### config.mk
export PLATFORM = sky130hd
export DESIGN_NAME = pti_ram
export DESIGN_NICKNAME = d
export VERILOG_FILES = /design/src/rtl/pti_ram.sv
export SDC_FILE = /design/constraint.sdc
export NUM_CORES = 1
export LEC_CHECK = 0
export BUFFER_PORTS_ARGS = -buffer_cell sky130_fd_sc_hd__buf_4
export CAP_MARGIN = 20
export CORE_ASPECT_RATIO = 1.2
export CORE_UTILIZATION = 50
export DETAILED_ROUTE_END_ITERATION = 16
export PLACE_DENSITY_LB_ADDON = 0.15
export SLEW_MARGIN = 20
export SYNTH_ARGS = -nofsm -noshare
export SYNTH_HDL_FRONTEND = slang
export SYNTH_SLANG_ARGS = --single-unit
### constraint.sdc
create_clock -name clk -period 3.05 [get_ports clk]
set_input_delay 0.4575 -clock clk [delete_from_list [all_inputs] [get_ports clk]]
set_output_delay 0.4575 -clock clk [all_outputs]
set_load 0.02 [all_outputs]
### src/rtl/pti_ram.sv
module pti_ram #(
    parameter int WIDTH = 8,
    parameter int DEPTH = 16
) (
    input  logic                     clk,
    input  logic                     wr_en,
    input  logic [$clog2(DEPTH)-1:0] wr_addr,
    input  logic [WIDTH-1:0]         wr_data,
    input  logic                     rd_en,
    input  logic [$clog2(DEPTH)-1:0] rd_addr,
    output logic [WIDTH-1:0]         rd_data
);

    logic [WIDTH-1:0] mem [DEPTH];

    always_ff @(posedge clk) begin
        if (wr_en) begin
            mem[wr_addr] <= wr_data;
        end
        if (rd_en) begin
            rd_data <= mem[rd_addr];
        end
    end

endmodule

[Yosys cells after proc, flatten, opt, wreduce, memory -nomap -nowiden]
Memories as Yosys holds them, arrays and structs flattened. A register that Yosys moved wholly into a read port is not among the register bits.
Index checks and enable logic that the tools add are counted.
Storage, ports and cells
  flip-flop bits (word level): 0
  bits in latches: 0
  RAM bits: 128
  memory bits (read-only): 0
  bits of input ports: 19
  output and inout port bits: 8
  word-level logic and storage cells: 3
  memories kept: 1
Cells by class
  $add $sub $neg: 0
  multiply operators: 0
  div/mod/pow operators: 0
  magnitude comparators: 0
  equality and inequality tests: 0
  shift operators: 0
  multiplexer cells: 2
  bitwise logic cells: 0
  reduce and logical (&&, ||, !) cells: 0
Memories
  mem: depth 16, bits a word 8, read ports 1, clocked after Yosys merged registers in 1, write ports 1, line 14  | logic [WIDTH-1:0] mem [DEPTH];
Operator list (count)
  $mux W1: 2

[Longest topological paths before layout]
Gate-level depths: netlist (run 1).
  depth in word-level cells: 2
  gate-level depth with buffers: 5
  gate-level depth less buffers: 3

[Worst setup path after synthesis (run 1)]
OpenSTA, ideal clock, no wires.
  kind: in2reg
  start: in wr_addr[2]
  end: mem mem[0][0] (enable)
  library setup time: 0.383 ns
  arrival: 1.567 ns
  required time: 2.667 ns
  path slack: 1.100 ns
  stages: 2
  buffers on the path: 0
  cells stage by stage: or3b_2 nor3_1
RTL lines
  start: declaration: line 7  | input logic [$clog2(DEPTH)-1:0] wr_addr,
  end: declaration: line 14
Straight into the memory's write port.

==> results.json, run 1 <==
{
  "initial_core_util_pct": 51.71,
  "drive_gt1_share_pct": 26.57,
  "final.setup.tns_ps": 0,
  "critical_path.top_delay_family": "multiplexers",
  "skew_ps": 4.645,
  "r2r_cells": 3,
  "synth_area_sq_um": 5228,
  "wl_per_cell_um": 24.38,
  "cp_data_required_time_ps": 3190,
  "placementRows": 40,
  "synth_top_cell_by_area": "edfxtp_1",
  "leakagePower_nw": 2.038,
  "drt_iter0_drc": 227,
  "async_reset_ff_share_pct": 0,
  "fin_crit_sh_pct": 62.15,
  "synth.area.top_cells": "edfxtp_1 (78%), mux4_2 (7.8%), mux4_1 (7.0%), a22oi_1 (2.3%), nor2_1 (0.93%)",
  "synthTopCellsByCount": "edfxtp_1 (136), mux4_2 (18), a22oi_1 (16)",
  "cap_violations": 0,
  "min_period_ps": 1895,
  "grt_pass1_wl_mm": 15.01,
  "synth-seq-cells": 136,
  "cts-root-buf": "clkbuf_16",
  "antenna_found_initial": 0,
  "end_kind": "flop",
  "tightest_slew_ps": 914.3,
  "portBuffers": 26,
  "fp.dieArea_sq_um": 10870,
  "rsz0062_at_grt": "no",
  "hold_path.class": "primary input to flop",
  "cts_tree": "done",
  "max-slew-margin-rel_pct": 38.82,
  "pre_cts_slack_ps": 766.6,
  "syn_inst": 229,
  "slowest_stage": "mux4_1",
  "grt_max_degree": 33,
  "critical_path_class": "primary input to flop",
  "cts_max_level": 4,
  "cp_cell_sequence": "buf_4, mux4_1, a22oi_1, nand2_1",
  "yosysSeqAreaShare_pct": 78.12,
  "synth.avg_cell_area_sq_um": 22.83,
  "finalPower_mw": 4.064,
  "crit_path_max_incr_delay_ps": 680,
  "area_growth_pct": 16.35,
  "clk_pin_slew_worst_paths_ps": 50,
  "setup_ws_ps": 1155,
  "fillers": 738,
  "ir_drop_mv": 0.4320,
  "design_area_sq_um": 6082,
  "drv_slew": 0,
  "placement.cell_area_sq_um": 5584,
  "via_per_inst": 5.920,
  "nets": 295,
  "finalHoldViolations": 0,
  "min-delay-start": "wr_data[1]",
  "yosysTopAreaCellShare_pct": 78.12,
  "dp_hpwl_mm": 5.960,
  "fp.dieW_um": 95.34,
  "grt_pass1_vias": 2453,
  "drc": 0,
  "vias": 2439,
  "ys_warn_count": 0,
  "drt-pass1-iter-count": 4,
  "ctsHoldBuffers": 0,
  "antenna_cells": 0,
  "outcome": "finished, final reports clean",
  "path_buf_inv": 1,
  "die_h_um": 114.0,
  "powerDensity_nw_per_um2": 668.2,
  "clock_latency_ps": 410,
  "r2r_start": "mem[1][0]",
  "yosysMostFrequentCell": "edfxtp_1",
  "postCtsSetupRepairBufs": 0,
  "yosys_most_used_dff": "edfxtp_1",
  "cts_sinks": 136,
  "setup.worst_path.end": "rd_data[0]",
  "ant_nets": 0,
  "cp.depth": 4,
  "synth_edf_count": 136,
  "coreArea_sq_um": 10110,
  "cp.arrival_ps": 2040,
  "cp_max_fo": 32,
  "crit_start": "rd_addr[0]",
  "r2r_end": "rd_data[0]",
  "yosys.cell_types.count": 18,
  "wirelength_mm": 10.04,
  "startpoint_type": "primary input",
  "overflow": 0,
  "cts_buffers": 17,
  "grt.total_usage_pct": 21.05,
  "rrSetupSlack_ps": 1490,
  "cts.path.max_buffers": 2,
  "fmax_ghz": 0.5276,
  "io_pins": 27,
  "cts_resized": 0,
  "place.gp.congestion": 0.6984,
  "syn_nets": 248,
  "setup_viol": 0
}
==> per-stage QoR <==
stage               util [%]  std cells  hold slack [ps]
floorplan                  -        229            556.4
global placement       55.24        383            725.5
detailed placement     55.24        383            746.0
CTS                    60.16        412            348.0
global route           60.16        412            346.7
finish                 60.16        412            359.1
==> where the power goes <==
part           switching, mW  internal (mW)  total [mW]
combinational          0.118         0.0872       0.205
clock                  0.659           1.08        1.74
sequential            0.0103           2.11        2.12
total                  0.787           3.28        4.06
==> worst register-to-register path: stages, from the launching register on <==
cell,delay [ps]
edfxtp_1,360
mux4_1,550
a22oi_1,290
nand2_1,100
==> cells by family after synthesis <==
group / share of synthesized area (%)
multiplexers: 14.79
AND/OR/NAND/NOR: 3.136
buffers and inverters: 1.651
flip-flops: 78.12
AO/OA/AOI/OAI: 2.298
==> flip-flops by register name, indices dropped and copies added (netlist names) <==
signal	count
mem	128
rd_data	8
==> final cells by class <==
class / count / area [sq um] / area share [%]
repair buffers: 38 / 285.3 / 4.690
clock buffers: 20 / 436.7 / 7.180
multi-input cells: 83 / 1057 / 17.38
clock inverters: 9 / 61.31 / 1.008
flip-flops and latches: 136 / 4084 / 67.15
well taps: 126 / 157.7 / 2.592
==> layer usage <==
metal	global-route usage (%)	share of wire [%]	up-vias
met5	0	0	-
met4	8.687	1.6	0
met3	6.333	6.8	11
met2	30.05	47	100
met1	30.45	45	1255
li1	-	-	1073
==> worst min-delay path by stage <==
stage | end | cells past startpoint
3_5_place_dp | rd_data[4] | 3
6_report | mem[5][1] | 1
5_1_grt | rd_data[6] | 1
4_1_cts | rd_data[7] | 1
3_3_place_gp | rd_data[3] | 3
2_1_floorplan | mem[0][0] | 0
==> cells in the final DEF, fill, tap and decap left out, types with 2 or more instances in the layout <==
master,Yosys,routed
mux4_1,14,14
nand2_1,9,9
nor3_1,4,4
a22oi_1,16,16
mux4_2,18,18
nand2b_1,2,2
clkinv_1,0,7
edfxtp_1,136,136
clkbuf_1,0,3
nand3b_1,2,2
buf_4,1,38
nor2_1,13,13
clkbuf_16,0,17
No activity file was read; power rests on OpenSTA's default activity.
==> inputs of run 2 (changes only) <==
- ABC_AREA: default -> 1
- clock period: 3.05 -> 1.7 ns (I/O delays scaled with it)
==> results.json, run 2 <==
{
  "setup_ws_ps": 493.0,
  "yosysTopAreaCellShare_pct": 69.85,
  "initial_core_util_pct": 52.24,
  "syn_nets": 570,
  "synth.avg_cell_area_sq_um": 10.61,
  "outcome": "finished, final reports clean",
  "tightest_slew_ps": 392.4,
  "cts-root-buf": "clkbuf_16",
  "drive_gt1_share_pct": 12.99,
  "cts_resized": 0,
  "cts_sinks": 136,
  "yosysMostFrequentCell": "nand2_1",
  "dp_hpwl_mm": 7.826,
  "syn_inst": 551,
  "whs_ps": 137.4,
  "r2r_cells": 6,
  "path_buf_inv": 1,
  "placementRows": 42,
  "async_reset_ff_share_pct": 0,
  "synth_edf_count": 136,
  "yosysSeqAreaShare_pct": 69.85,
  "pre_cts_slack_ps": 174.3,
  "critical_path.top_delay_family": "flip-flops",
  "cap_violations": 0,
  "skew_ps": 13.54,
  "fmax_ghz": 0.8285,
  "powerDensity_nw_per_um2": 1153,
  "cts.path.max_buffers": 2,
  "fp.dieW_um": 100.7,
  "antenna_found_initial": 0,
  "cts_tree": "done",
  "clock_latency_ps": 420,
  "leakagePower_nw": 2.968,
  "grt_max_degree": 51,
  "met1_length_mm": 5.805,
  "ir_drop_mv": 0.6591,
  "dr_wl_met2_mm": 6.006,
  "final_cells": 762,
  "cp.depth": 1,
  "coreArea_sq_um": 11190,
  "fillers": 878,
  "synthTopCellsByCount": "nand2_1 (173), edfxtp_1 (136), inv_1 (100)",
  "final_cell_mix": "nand2_1 (173), edfxtp_1 (136), inv_1 (100)",
  "finalHoldViolations": 0,
  "ant_nets": 0,
  "overflow": 0,
  "vias": 3891,
  "hold_path.class": "primary input to flop",
  "layout_commonest_cell": "nand2_1",
  "cp.arrival_ps": 950,
  "nets": 614,
  "startpoint_type": "flop",
  "area_growth_pct": 17.42,
  "yosys_most_used_dff": "edfxtp_1",
  "grt.total_usage_pct": 24.12,
  "setup_viol": 0,
  "fin_crit_sh_pct": 71.00,
  "drc": 0,
  "synth-seq-cells": 136,
  "rsz0062_at_grt": "no",
  "hold_path_depth": 1,
  "grt_pass1_wl_mm": 20.80,
  "min_period_ps": 1207,
  "ys_warn_count": 0,
  "drv_slew": 0,
  "wl_per_cell_um": 17.13,
  "wirelength_mm": 13.05,
  "max-slew-margin-rel_pct": 73.84,
  "cp_cell_sequence": "buf_4",
  "crit_path_max_incr_delay_ps": 370,
  "postCtsSetupRepairBufs": 0,
  "ctsHoldBuffers": 0,
  "synth_area_sq_um": 5847,
  "cp_max_fo": 1,
  "highest_layer": "met4",
  "final.setup.tns_ps": 0,
  "wl_met3_um": 921,
  "drt_iter0_drc": 450,
  "drt-pass1-iter-count": 6,
  "synth_top_cell_by_area": "edfxtp_1",
  "fp.dieArea_sq_um": 12130,
  "cts_buffers": 17,
  "yosys.cell_types.count": 11,
  "io_pins": 27,
  "end_kind": "output port",
  "largest_register": "mem",
  "synth.area.top_cells": "edfxtp_1 (70%), nand2_1 (11%), nand3_1 (8.3%), inv_1 (6.4%), buf_6 (1.2%)",
  "antenna_cells": 0,
  "critical_path_class": "flop to output port",
  "dp.cells": 730,
  "die_h_um": 120.5,
  "via_per_inst": 5.106,
  "largest_register_ff_count": 128,
  "cts_max_level": 4,
  "cp_data_required_time_ps": 1440,
  "portBuffers": 26,
  "slowest_stage": "edfxtp_1",
  "place.gp.congestion": 0.7929,
  "clk_pin_slew_worst_paths_ps": 60,
  "largestRegisters": "mem: 128 flops, rd_data: 8 flops",
  "grt_pass1_vias": 3745
}
run 2: cell families after synthesis:
family        count (synthesis)  share of synthesized area (%)
buf+inv                     126                          9.394
simple gates                289                          20.76
flops                       136                          69.85
run 2: layer usage:
layer / global-route usage, % / vias up
met5: 0 / -
met4: 12.05 / 0
met3: 4.798 / 24
met2: 34.97 / 176
met1: 34.74 / 1819
li1: - / 1872
run 2: power by group:
group | total (mW) | switching [mW] | internal [mW]
Clock | 3.62 | 1.34 | 2.28
Sequential | 3.80 | 0.0190 | 3.78
Combinational | 0.500 | 0.339 | 0.162
Total | 7.92 | 1.69 | 6.22
run 2: through the flow:
step	util, %	total power, mW	area [sq um]
6_report	61.33	7.918	6865
5_1_grt	61.33	8.165	6865
4_1_cts	61.33	7.961	6865
3_5_place_dp	56.09	4.363	6279
3_3_place_gp	56.09	4.354	6279
2_1_floorplan	-	4.150	5847
run 2: final cells by class:
class,instances,area [sq um],area share (%)
Tap cell,154,192.7,2.807
Clock inverter,14,157.7,2.296
Multi-Input combinational cell,289,1214,17.68
Inverter,102,382.9,5.577
Sequential cell,136,4084,59.49
Timing Repair Buffer,49,405.4,5.905
Clock buffer,18,429.2,6.251
run 2: worst reg2reg max path, stage by stage (launching register included):
cell      delay [ps]
edfxtp_1         380
nand2_1           80
nand2_1           60
nand2_1           70
nand3_1          120
nand3_1          160
nand2_1           80
run 2: path summary, 6_finish.rpt:
path,to,from,slack (ps)
hold / removal,rd_data[0],rd_en,140
setup reg to reg,rd_data[3],mem[3][3],500
hold reg to reg,rd_data[0],mem[14][0],770
setup / recovery,rd_data[3],rd_data[3],490
